==> src/rtl/odo_pkg.sv <==
// Types, constants and the arctangent table shared by the odometry modules.
package odo_pkg;

	localparam int unsigned CORDIC_STEPS_DEF = 24;

	// field widths
	localparam int unsigned STEPS_W    = 32;
	localparam int unsigned POS_W      = 32;
	localparam int unsigned HEAD_W     = 32;
	localparam int unsigned SPEED_W    = 24;
	localparam int unsigned TICK_W     = 32;
	localparam int unsigned TPS_W      = 18;
	localparam int unsigned INV_W      = 24;
	localparam int unsigned RATE_W     = 10;
	localparam int unsigned CFG_IDX_W  = 2;
	localparam int unsigned CFG_DATA_W = 24;

	// internal widths
	localparam int unsigned DELTA_W    = 33;
	localparam int unsigned MUL_W      = 33;
	localparam int unsigned PROD_W     = 2 * MUL_W;
	localparam int unsigned TRAVEL_W   = 51;
	localparam int unsigned TSUM_W     = TRAVEL_W + 1;
	localparam int unsigned TSUM_R_W   = TSUM_W - 8;
	localparam int unsigned RATEP_W    = TPS_W + RATE_W;
	localparam int unsigned DIFF_W     = 40;
	localparam int unsigned DIFF_SPLIT = 20;
	localparam int unsigned ACC_W      = 64;
	localparam int unsigned ANG_W      = 34;
	localparam int unsigned TRIG_W     = 33;
	localparam int unsigned ATAN_LEN   = 30;
	localparam int unsigned ATAN_IW    = 5;

	// reset values of the configuration registers
	localparam logic [TPS_W-1:0]  TPS_RESET  = 18'd61768;
	localparam logic [INV_W-1:0]  INV_RESET  = 24'd364722;
	localparam logic [RATE_W-1:0] RATE_RESET = 10'd5;

	// angles in Q4.28, gain in Q1.30
	localparam logic signed [ANG_W-1:0]  TWO_PI_Q  = 34'sd1686629713;
	localparam logic signed [ANG_W-1:0]  PI_Q      = 34'sd843314857;
	localparam logic signed [ANG_W-1:0]  HALF_PI_Q = 34'sd421657428;
	localparam logic signed [TRIG_W-1:0] GAIN_Q30  = 33'sd652032874;

	localparam logic signed [31:0] ATAN_Q28 [ATAN_LEN] = '{
		32'sd210828714, 32'sd124459457, 32'sd65760959, 32'sd33381290, 32'sd16755422,
		32'sd8385879, 32'sd4193963, 32'sd2097109, 32'sd1048571, 32'sd524287,
		32'sd262144, 32'sd131072, 32'sd65536, 32'sd32768, 32'sd16384,
		32'sd8192, 32'sd4096, 32'sd2048, 32'sd1024, 32'sd512,
		32'sd256, 32'sd128, 32'sd64, 32'sd32, 32'sd16,
		32'sd8, 32'sd4, 32'sd2, 32'sd1, 32'sd0
	};

	typedef enum logic [CFG_IDX_W-1:0] {
		CFG_TRAVEL   = 2'd0,
		CFG_INV_AXLE = 2'd1,
		CFG_RATE     = 2'd2
	} cfg_reg_t;

	typedef struct packed {
		logic signed [STEPS_W-1:0] left_steps;
		logic signed [STEPS_W-1:0] right_steps;
	} odo_in_t;

	typedef struct packed {
		logic signed [POS_W-1:0]   pos_x;
		logic signed [POS_W-1:0]   pos_y;
		logic signed [HEAD_W-1:0]  heading;
		logic signed [SPEED_W-1:0] left_speed;
		logic signed [SPEED_W-1:0] right_speed;
		logic [TICK_W-1:0]         elapsed_ticks;
	} odo_out_t;

	typedef enum logic [4:0] {
		ST_IDLE,
		ST_TL,
		ST_TR,
		ST_RATE,
		ST_PREP,
		ST_SPL,
		ST_SPR,
		ST_THH,
		ST_THL,
		ST_HACC,
		ST_DTH,
		ST_WRAP,
		ST_WAITC,
		ST_XM,
		ST_YM,
		ST_XY,
		ST_OUT
	} odo_state_t;

	typedef enum logic [2:0] {
		CS_IDLE,
		CS_FOLD,
		CS_ITER,
		CS_SIGN,
		CS_DONE
	} cordic_state_t;

endpackage

==> src/rtl/odo_mul.sv <==
// Shared signed multiplier with a registered product.
module odo_mul (
	input  logic                              clk,
	input  logic signed [odo_pkg::MUL_W-1:0]  a,
	input  logic signed [odo_pkg::MUL_W-1:0]  b,
	output logic signed [odo_pkg::PROD_W-1:0] p
);
	import odo_pkg::*;

	logic signed [PROD_W-1:0] prod;

	assign prod = PROD_W'(a) * PROD_W'(b);

	always_ff @(posedge clk) begin
		p <= prod;
	end

endmodule

==> config.mk <==
export PLATFORM = sky130hd
export DESIGN_NAME = odo_mul
export DESIGN_NICKNAME = d
export VERILOG_FILES = /design/src/rtl/odo_pkg.sv /design/src/rtl/odo_mul.sv
export SDC_FILE = /design/constraint.sdc
export NUM_CORES = 2
export LEC_CHECK = 0
export ABC_AREA = 1
export BUFFER_PORTS_ARGS = -buffer_cell sky130_fd_sc_hd__buf_4
export CORE_UTILIZATION = 40
export DETAILED_ROUTE_END_ITERATION = 7
export SLEW_MARGIN = 20
export SYNTH_ARGS = -nofsm -noshare
export SYNTH_HDL_FRONTEND = slang
export SYNTH_SLANG_ARGS = --single-unit
==> constraint.sdc <==
create_clock -name clk -period 9.4 [get_ports clk]
set_input_delay 1.88 -clock clk [delete_from_list [all_inputs] [get_ports clk]]
set_output_delay 1.88 -clock clk [all_outputs]
set_load 0.01 [all_outputs]
==> results.py <==
metrics = {
    "run_status": {
        "outcome": "complete, no violations",
    },
    "critical_path": {
        "worst_ep_required_time_ns": 9.63,
        "start_kind": "input pin",
        "startpoint": "b[9]",
        "crit_path_max_fanout": 33,
        "crit_top_cell": "fa_1",
        "critical_path_class": "in -> reg",
        "worstSetupEndpointType": "register",
        "crit_slowest_cell": "fa_1",
        "cp_cell_sequence": "buf_4, nand2_1, fa_1, fa_1, fa_1, inv_1, fa_1, fa_1, fa_1, fa_1, inv_1, fa_1, inv_1, ha_1, nand2_1, nor2_1, nand3_1, nor2_1, o21ai_0, nand4_1, nand2_1",
        "max_stage_delay_ns": 0.76,
        "arrival_ns": 8.99,
    },
    "cells_and_area": {
        "num-nets-final": 6901,
        "syn2layout_area_growth_pct": 5.64,
        "final_layout_size_suffix_gt1_frac": 0.0464,
        "regMostFlops": "p",
        "largest_reg_flops": 66,
        "final_core_util": 0.426,
        "reg_top3": "p (66)",
        "final_cells": 6881,
        "fill_cells": 11000,
    },
    "cts": {
        "cts_resized": 0,
        "htreeDepth": 3,
        "cts_tree": "built",
        "clock_sinks": 66,
        "cts_setup_buffers": 0,
        "clkTransAtPathRegs_ns": 0.06,
        "clockBufferDepth": 2,
        "cts_root_buf": "clkbuf_16",
        "cts_made_buffers": 9,
        "cts_hold_buffers": 0,
    },
    "routing": {
        "drt-wirelength-per-cell_um": 17.5,
        "detail-route-antenna-nets": 0,
        "finalWirelength_um": 120000,
        "dr.pass1.iters": 8,
        "drtIter0Drc": 1859,
        "viasPerCell": 4.71,
        "route.detailed.drc": 0,
        "vias": 32400,
    },
    "timing": {
        "rsz0062_at_grt": "no",
        "hold_viol_final": 0,
        "fmax_mhz": 114,
        "setup_viol": 0,
        "slew_violations": 0,
        "fin_setup_tns_ns": 0,
        "worst_slew_pin_slew_ns": 0.565,
        "post-route-min-period_ns": 8.76,
        "fin_crit_sh": 0.932,
        "holdWs_ns": 2.19,
        "timing.slew.headroom": 0.623,
    },
    "global_routing": {
        "track_usage": 0.234,
        "antenna_found_initial": 3,
        "grt_pass1_wl_um": 198000,
        "grt_pass1_vias": 36400,
        "grt_remaining_overflow": 0,
        "grt_max_degree": 35,
    },
    "placed_design": {
        "dp.cells": 6864,
        "io_buffers": 132,
        "gp_congestion": 0.961,
        "place_hpwl_um": 105000,
    },
    "floorplan": {
        "start_util": 0.403,
        "fp.dieW_um": 331,
        "fp.dieArea_sq_um": 109000,
        "row_count": 120,
        "die_y_um": 331,
        "core_area_sq_um": 107000,
        "num_io_pins": 133,
    },
    "synth": {
        "synth.most_common_cell": "inv_1",
        "netlist_instances": 5549,
        "yosys-top-cells-count": "1896 x inv_1, 1523 x nand2_1, 1145 x fa_1",
        "seq_area_frac_synth": 0.0306,
        "synth.ff_latch_count": 66,
        "yosys-top-cells-area": "fa_1 53%, inv_1 16%, nand2_1 13%",
        "synth_area_leader_cell": "fa_1",
        "synth.distinct_cells": 32,
        "syn-num-nets": 6978,
        "synth-edff-count": 0,
        "async_flop_share": 0,
        "yosys_warnings": 0,
        "synthFlopType": "dfxtp_1",
        "synth_top_cell_area_share": 0.531,
        "synth_area_per_cell_sq_um": 7.78,
        "syn_area_sq_um": 43200,
    },
    "run": {
        "drv_cap": 0,
    },
    "hold_path": {
        "holdPathEnd": "p[0]$_DFF_P_",
        "hold_depth": 4,
        "hold_path.class": "in -> reg",
        "hp-start": "b[0]",
    },
}
-- logic make-up (layout without fill, tap and decap cells) --
logic type	after synthesis	count (layout)	share of synthesized area
AO/OA/AOI/OAI	105	105	0.0134
buffers and inverters	2165	2093	0.188
flip-flops	66	66	0.0306
other	0	1	0
XOR/XNOR	39	39	0.00791
AND/OR/NAND/NOR	1812	1812	0.166
adder cells (fa/ha/maj)	1362	1362	0.594
-- metrics by stage --
step,area [sq um],setup WS [ns]
2_1_floorplan,43200,0.764
3_3_place_gp,45300,0.314
3_5_place_dp,45300,0.254
4_1_cts,45600,0.624
5_1_grt,45600,0.238
6_report,45600,0.638
-- final cells by class --
class                      instances  area [sq um]  share of cell area
sequential                        66          1320              0.0290
clock inverter                     7           100             0.00219
multi-input combinational       3318         33700               0.739
timing repair buffer             175          1340              0.0294
antenna                            1          2.50           0.0000549
tap                             1403          1760              0.0385
inverter                        1902          7140               0.157
clock buffer                       9           225             0.00494
-- metal layers --
layer  GRT usage  routed length (um)  vias up
met5           0                  22        -
met4      0.0511                2780        4
met3      0.0171                5230      147
met2       0.433               62700      806
met1       0.297               49600    16600
li1            -                   -    14800
-- layout by cell type, fill, tap and decap left out, types with 3 or more instances in the layout --
| cell type | instances |
|---|---|
| a21oi_2 | 3 |
| inv_1 | 1896 |
| o21ai_0 | 18 |
| nand4_1 | 19 |
| nor3_1 | 8 |
| xnor2_1 | 4 |
| or2_2 | 5 |
| fa_1 | 1145 |
| clkbuf_16 | 9 |
| nor2_2 | 22 |
| inv_2 | 6 |
| buf_4 | 173 |
| xor2_1 | 35 |
| nand2_2 | 15 |
| nand2_1 | 1523 |
| nor4_1 | 5 |
| dfxtp_1 | 66 |
| a21oi_1 | 61 |
| nand3_1 | 70 |
| a21o_1 | 3 |
| o21ai_1 | 6 |
| nand3b_1 | 4 |
| nor2_4 | 4 |
| nor2_1 | 125 |
| ha_1 | 217 |
| o21bai_1 | 12 |
| nand3_2 | 8 |
-- critical path, delay by kind of cell --
| kind | cells | cell delay [ns] |
|---|---|---|
| adder cells (fa/ha/maj) | 9 | 4.73 |
| AND/OR/NAND/NOR | 7 | 1.26 |
| AO/OA/AOI/OAI | 1 | 0.27 |
| buffers and inverters | 4 | 0.85 |
-- worst max path at each step --
stage,endpoint,cells after the start,slack (ns)
floorplan,p[60]$_DFF_P_,23,0.76
global placement,p[57]$_DFF_P_,21,0.31
detailed placement,p[57]$_DFF_P_,21,0.25
CTS,p[57]$_DFF_P_,21,0.62
global route,p[57]$_DFF_P_,21,0.24
finish,p[57]$_DFF_P_,21,0.64
Power is not shown: default switching activity piles up to over one toggle a cycle in this logic, so the estimate is an artifact.
