**src/rtl/odo_pkg.sv**
```systemverilog
// Types, constants and the arctangent table shared by the odometry modules.
package odo_pkg;

	localparam int unsigned CORDIC_STEPS_DEF = 24;

	// field widths
	localparam int unsigned STEPS_W    = 32;
	localparam int unsigned POS_W      = 32;
	localparam int unsigned HEAD_W     = 32;
	localparam int unsigned SPEED_W    = 24;
	localparam int unsigned TICK_W     = 32;
	localparam int unsigned TPS_W      = 18;
	localparam int unsigned INV_W      = 24;
	localparam int unsigned RATE_W     = 10;
	localparam int unsigned CFG_IDX_W  = 2;
	localparam int unsigned CFG_DATA_W = 24;

	// internal widths
	localparam int unsigned DELTA_W    = 33;
	localparam int unsigned MUL_W      = 33;
	localparam int unsigned PROD_W     = 2 * MUL_W;
	localparam int unsigned TRAVEL_W   = 51;
	localparam int unsigned TSUM_W     = TRAVEL_W + 1;
	localparam int unsigned TSUM_R_W   = TSUM_W - 8;
	localparam int unsigned RATEP_W    = TPS_W + RATE_W;
	localparam int unsigned DIFF_W     = 40;
	localparam int unsigned DIFF_SPLIT = 20;
	localparam int unsigned ACC_W      = 64;
	localparam int unsigned ANG_W      = 34;
	localparam int unsigned TRIG_W     = 33;
	localparam int unsigned ATAN_LEN   = 30;
	localparam int unsigned ATAN_IW    = 5;

	// reset values of the configuration registers
	localparam logic [TPS_W-1:0]  TPS_RESET  = 18'd61768;
	localparam logic [INV_W-1:0]  INV_RESET  = 24'd364722;
	localparam logic [RATE_W-1:0] RATE_RESET = 10'd5;

	// angles in Q4.28, gain in Q1.30
	localparam logic signed [ANG_W-1:0]  TWO_PI_Q  = 34'sd1686629713;
	localparam logic signed [ANG_W-1:0]  PI_Q      = 34'sd843314857;
	localparam logic signed [ANG_W-1:0]  HALF_PI_Q = 34'sd421657428;
	localparam logic signed [TRIG_W-1:0] GAIN_Q30  = 33'sd652032874;

	localparam logic signed [31:0] ATAN_Q28 [ATAN_LEN] = '{
		32'sd210828714, 32'sd124459457, 32'sd65760959, 32'sd33381290, 32'sd16755422,
		32'sd8385879, 32'sd4193963, 32'sd2097109, 32'sd1048571, 32'sd524287,
		32'sd262144, 32'sd131072, 32'sd65536, 32'sd32768, 32'sd16384,
		32'sd8192, 32'sd4096, 32'sd2048, 32'sd1024, 32'sd512,
		32'sd256, 32'sd128, 32'sd64, 32'sd32, 32'sd16,
		32'sd8, 32'sd4, 32'sd2, 32'sd1, 32'sd0
	};

	typedef enum logic [CFG_IDX_W-1:0] {
		CFG_TRAVEL   = 2'd0,
		CFG_INV_AXLE = 2'd1,
		CFG_RATE     = 2'd2
	} cfg_reg_t;

	typedef struct packed {
		logic signed [STEPS_W-1:0] left_steps;
		logic signed [STEPS_W-1:0] right_steps;
	} odo_in_t;

	typedef struct packed {
		logic signed [POS_W-1:0]   pos_x;
		logic signed [POS_W-1:0]   pos_y;
		logic signed [HEAD_W-1:0]  heading;
		logic signed [SPEED_W-1:0] left_speed;
		logic signed [SPEED_W-1:0] right_speed;
		logic [TICK_W-1:0]         elapsed_ticks;
	} odo_out_t;

	typedef enum logic [4:0] {
		ST_IDLE,
		ST_TL,
		ST_TR,
		ST_RATE,
		ST_PREP,
		ST_SPL,
		ST_SPR,
		ST_THH,
		ST_THL,
		ST_HACC,
		ST_DTH,
		ST_WRAP,
		ST_WAITC,
		ST_XM,
		ST_YM,
		ST_XY,
		ST_OUT
	} odo_state_t;

	typedef enum logic [2:0] {
		CS_IDLE,
		CS_FOLD,
		CS_ITER,
		CS_SIGN,
		CS_DONE
	} cordic_state_t;

endpackage

```
**src/rtl/odo_cordic.sv**
```systemverilog
// Iterative CORDIC rotator giving cosine and sine of a Q4.28 heading in Q1.30.
module odo_cordic #(
	parameter int unsigned CORDIC_STEPS = odo_pkg::CORDIC_STEPS_DEF
) (
	input  logic                              clk,
	input  logic                              arst_n,
	input  logic                              start,
	input  logic signed [odo_pkg::HEAD_W-1:0] angle,
	output logic                              done,
	output logic signed [odo_pkg::TRIG_W-1:0] cos_val,
	output logic signed [odo_pkg::TRIG_W-1:0] sin_val
);
	import odo_pkg::*;

	localparam int unsigned CNT_W = $clog2(CORDIC_STEPS);
	localparam logic [CNT_W-1:0] LAST_STEP = CNT_W'(CORDIC_STEPS - 1);

	cordic_state_t state_q, state_d;
	logic [CNT_W-1:0] cnt_q;
	logic signed [TRIG_W-1:0] x_q, y_q;
	logic signed [ANG_W-1:0] z_q;
	logic neg_q;

	logic signed [ANG_W-1:0] ang_x, red;
	logic signed [TRIG_W-1:0] xs, ys;
	logic signed [ANG_W-1:0] at;

	// bring the heading into +-pi
	always_comb begin
		ang_x = ANG_W'(angle);
		if (ang_x > PI_Q) begin
			red = ang_x - TWO_PI_Q;
		end else if (ang_x < -PI_Q) begin
			red = ang_x + TWO_PI_Q;
		end else begin
			red = ang_x;
		end
	end

	assign xs = x_q >>> cnt_q;
	assign ys = y_q >>> cnt_q;
	assign at = ANG_W'(ATAN_Q28[ATAN_IW'(cnt_q)]);

	always_ff @(posedge clk or negedge arst_n) begin
		if (!arst_n) begin
			state_q <= CS_IDLE;
			cnt_q   <= '0;
		end else begin
			state_q <= state_d;
			if (start) begin
				cnt_q <= '0;
			end else if (state_q == CS_ITER) begin
				cnt_q <= cnt_q + 1'b1;
			end
		end
	end

	always_comb begin
		state_d = state_q;
		if (start) begin
			state_d = CS_FOLD;
		end else begin
			case (state_q)
				CS_FOLD: state_d = CS_ITER;
				CS_ITER: begin
					if (cnt_q == LAST_STEP) state_d = CS_SIGN;
				end
				CS_SIGN: state_d = CS_DONE;
				default: state_d = state_q;
			endcase
		end
	end

	always_ff @(posedge clk) begin
		if (start) begin
			z_q   <= red;
			x_q   <= GAIN_Q30;
			y_q   <= '0;
			neg_q <= 1'b0;
		end else begin
			case (state_q)
				CS_FOLD: begin
					// fold into +-pi/2, flip the result later
					if (z_q > HALF_PI_Q) begin
						z_q   <= z_q - PI_Q;
						neg_q <= 1'b1;
					end else if (z_q < -HALF_PI_Q) begin
						z_q   <= z_q + PI_Q;
						neg_q <= 1'b1;
					end
				end
				CS_ITER: begin
					if (!z_q[ANG_W-1]) begin
						x_q <= x_q - ys;
						y_q <= y_q + xs;
						z_q <= z_q - at;
					end else begin
						x_q <= x_q + ys;
						y_q <= y_q - xs;
						z_q <= z_q + at;
					end
				end
				CS_SIGN: begin
					if (neg_q) begin
						x_q <= -x_q;
						y_q <= -y_q;
					end
				end
				default: ;
			endcase
		end
	end

	assign done    = (state_q == CS_DONE);
	assign cos_val = x_q;
	assign sin_val = y_q;

endmodule

```
**config.mk**
```make
export PLATFORM = sky130hd
export DESIGN_NAME = odo_cordic
export DESIGN_NICKNAME = d
export VERILOG_FILES = /design/src/rtl/odo_pkg.sv /design/src/rtl/odo_cordic.sv
export SDC_FILE = /design/constraint.sdc
export NUM_CORES = 1
export LEC_CHECK = 0
export BUFFER_PORTS_ARGS = -buffer_cell sky130_fd_sc_hd__buf_4
export CAP_MARGIN = 20
export CORE_MARGIN = 5
export CORE_UTILIZATION = 25
export CTS_BUF_LIST = sky130_fd_sc_hd__clkbuf_8
export DETAILED_ROUTE_END_ITERATION = 10
export SLEW_MARGIN = 15
export SYNTH_ARGS = -nofsm -noshare
export SYNTH_HDL_FRONTEND = slang
export SYNTH_SLANG_ARGS = --single-unit
```
**constraint.sdc**
```tcl
create_clock -name clk -period 6.03 [get_ports clk]
set_input_delay 0.603 -clock clk [delete_from_list [all_inputs] [get_ports clk]]
set_output_delay 0.603 -clock clk [all_outputs]
set_load 0.02 [all_outputs]
```
==> flow_summary_export.csv <==
group,metric,value,unit
global_route,grt_start_max_net_pins,95,
floorplanning,rows,103,
floorplanning,die_w,291.8,um
clock_network,cts-root-buf,"clkbuf_8",
job,maxCapViolCount,0,
global_route,grt_usage,0.1684,
yosys,synth_most_common_cell,"a21oi_1",
placement,io_buffers,101,
yosys,synth_top_area_share,0.1009,
power,total_power,10.02,mW
sta,fin_worst_skew,0.03416,ns
setup_path,arrival,6.30,ns
global_route,grt_pass1_wl,116400,um
floorplanning,design.core.area,0.07887,mm2
sta,slew_headroom,0.2891,
power,p_leak,9.071,nW
yosys,synth_cells,2652,
routing,wl,77110,um
sta,max_freq,169.8,MHz
sta,fin_crit,5.890,ns
clock_network,clk_path_buf_depth,2,
sta,fin_crit_sh,0.9768,
setup_path,start_kind,"flip-flop",
yosys,synthArstFlopShare,0.07339,
placement,dpl_cell_area,0.02273,mm2
yosys,yosys-top-cells-count,"274 x a21oi_1, 246 x nor2_1, 223 x nand2_1",
power,power_frac_seq,0.136,
power,power_density,428.4,mW/mm2
clock_network,cts_tree,"done",
min_path,hp-class,"in -> async",
layout,design_area,0.02339,mm2
sta,hold_ws,0.4820,ns
routing,ant_nets,0,
setup_path,reg2reg_from,"cnt_q[0]$_DFFE_PN0N_",
clock_network,clk_latency,0.52,ns
power,switchingPower,5.183,mW
setup_path,worstSetupPathType,"reg -> reg",
global_route,overflow,0,
setup_path,end_kind,"flip-flop",
layout,final_util,0.2966,
routing,viasPerCell,5.680,
yosys,synth_area_leaders,"mux4_2 10%, ha_1 7.2%, a21oi_1 6.9%, dfxtp_1 6.8%, edfxtp_1 5.1%",
yosys,synth_edf_count,34,
yosys,synth_nets,2804,
layout,drive_above_1_share,0.1960,
floorplanning,die_h,291.8,um
layout,nNetsFinal,2912,
placement,detailed_place_hpwl,58020,um
clock_network,cts.clk_slew.worst_paths,0.14,ns
outcome,status,"completed",
power,comb_power_share,0.811,
sta,finalWorstSetupSlack,0.1400,ns
yosys,synth_cell_types,91,
sta,hold_viol,0,
clock_network,h-tree-depth,3,
floorplanning,initial_core_util,0.2518,
layout,area_growth,17.79,%
routing,routedWlPerCell,20.21,um
yosys,synth_ff_type,"dfxtp_1",
clock_network,cts_buffers,9,
layout,regArea,0.002576,mm2
floorplanning,die_area,0.08517,mm2
layout,n_antenna_cell,0,
power,intPower,4.837,mW
global_route,antenna_found_initial,0,
yosys,avgSynthCellArea,7.488,um2
setup_path,startpoint,"cnt_q[0]$_DFFE_PN0N_",
routing,num_vias,21668,
power,ir_drop,214.4,uV
routing,drtIter0Drc,2508,
setup_path,crit_required,6.44,ns
yosys,synth_area,0.01986,mm2
placement,place_ws,-0.04795,ns
global_route,first_global_vias,19544,
placement,place_congestion,1.014,
yosys,yosys_warnings,0,
routing,drt-pass1-iter-count,7,
sta,max_slew.worst_pin.slew,1.057,ns
layout,fillerInstances,8589,
setup_path,cp_max_fo,6,
sta,maxSlewViolCount,0,
yosys,yosysTopAreaCell,"mux4_2",
routing,drc,0,
clock_network,cts_sinks,109,
yosys,synth-seq-cells,109,
yosys,seq_area_frac_synth,0.1290,
layout,multiInputGateArea,0.01640,mm2
power,pwr-share-clk,0.053,
sta,finalSetupViolations,0,
floorplanning,ios,102,
power,netSwitchingFraction,0.5173,
[worst max-delay path: stages (launching register included)]
cell and delay, ns:
dfrtp_4 0.51, buf_6 0.18, buf_4 0.12, mux4_2 0.53, buf_4 0.18, a211oi_1 0.44
a221oi_1 0.20, a2111oi_1 0.40, nand3b_1 0.26, nor3_2 0.32, nand3_1 0.14, a222oi_1 0.37
ha_1 0.30, a21o_1 0.19, a21o_1 0.17, a21o_1 0.19, a21oi_2 0.18, o21ai_1 0.12
a41oi_2 0.21, o21ai_0 0.13, buf_4 0.15, nor3b_1 0.13, a311oi_1 0.25, nand2_1 0.08
[sequential cells by signal, indices dropped and copies added (netlist names)]
signal / count
z_q: 34
cos_val: 33
sin_val: 33
state_q: 3
cnt_q: 5
neg_q: 1
[kinds of logic after synthesis]
group / count (synthesis) / synth area share
compound gates: 904 / 0.2921
xor+xnor: 171 / 0.07542
fa+ha+maj: 117 / 0.07485
buf+inv: 293 / 0.05790
flops: 109 / 0.1290
mux: 197 / 0.1583
simple gates: 861 / 0.2124
[path summary, 6_finish.rpt]
kind	to	slack, ns	depth (start not counted)
max	sin_val[32]$_SDFFE_PP0P_	0.14	23
min	cnt_q[0]$_DFFE_PN0N_	0.48	2
max reg2reg	sin_val[32]$_SDFFE_PP0P_	0.14	23
min reg2reg	cos_val[0]$_SDFFE_PP0P_	0.58	2
max in group asynchronous	cnt_q[1]$_DFFE_PN0N_	5.35	2
min in group clk	cnt_q[4]$_DFFE_PN0N_	0.51	2
[layout make-up]
cell class                 instances  area share
clock buffer                       9    0.005296
clock inverter                     7    0.002888
inverter                          68     0.01123
multi-input combinational       2250      0.7010
sequential                       109      0.1101
tap                             1050     0.05616
timing repair buffer             322      0.1133
[placed cells by master (no fill, tap or decap), drive strengths merged, types with 51 or more instances in the layout]
master	instances
a21o	66
a21oi	274
a31oi	51
buf	318
dfxtp	67
ha	114
inv	69
mux2i	74
mux4	90
nand2	223
nand3	53
nor2	246
nor3	79
o21ai	172
xnor2	104
xor2	67
[metrics by stage]
step	setup TNS, ns	std cells
3_5_place_dp	-0.04795	3775
3_3_place_gp	0	3775
4_1_cts	0	3792
5_1_grt	-0.07982	3815
6_report	0	3815
2_1_floorplan	0	2652
[power by group through the flow]
stage          combinational, mW  clock (mW)  sequential [mW]
2_1_floorplan               5.77           0             1.29
3_3_place_gp                7.82           0             1.37
3_5_place_dp                7.85           0             1.37
4_1_cts                     7.92       0.553             1.35
5_1_grt                     8.95       0.570             1.38
6_report                    8.13       0.532             1.36
[routing by layer]
layer | vias up | share of wire | routed length [um] | global-route usage
met5 | - | 0 | 0 | 0
met4 | 0 | 0.032 | 2469 | 0.05299
met3 | 130 | 0.083 | 6390 | 0.03270
met2 | 950 | 0.45 | 34520 | 0.2644
met1 | 10339 | 0.44 | 33730 | 0.2340
li1 | 10249 | - | - | -
[what timing repair did]
action | 4_1_cts | 5_1_grt
hold buffers | 1 | 0
setup buffers | 0 | 21
cloned | 0 | 2
pin swaps | 0 | 15
resized for setup | 1 | 51
hold endpoints to repair | 8 | 0
setup endpoints to repair | 1 | 35
Power figures use the tool's default switching activity.
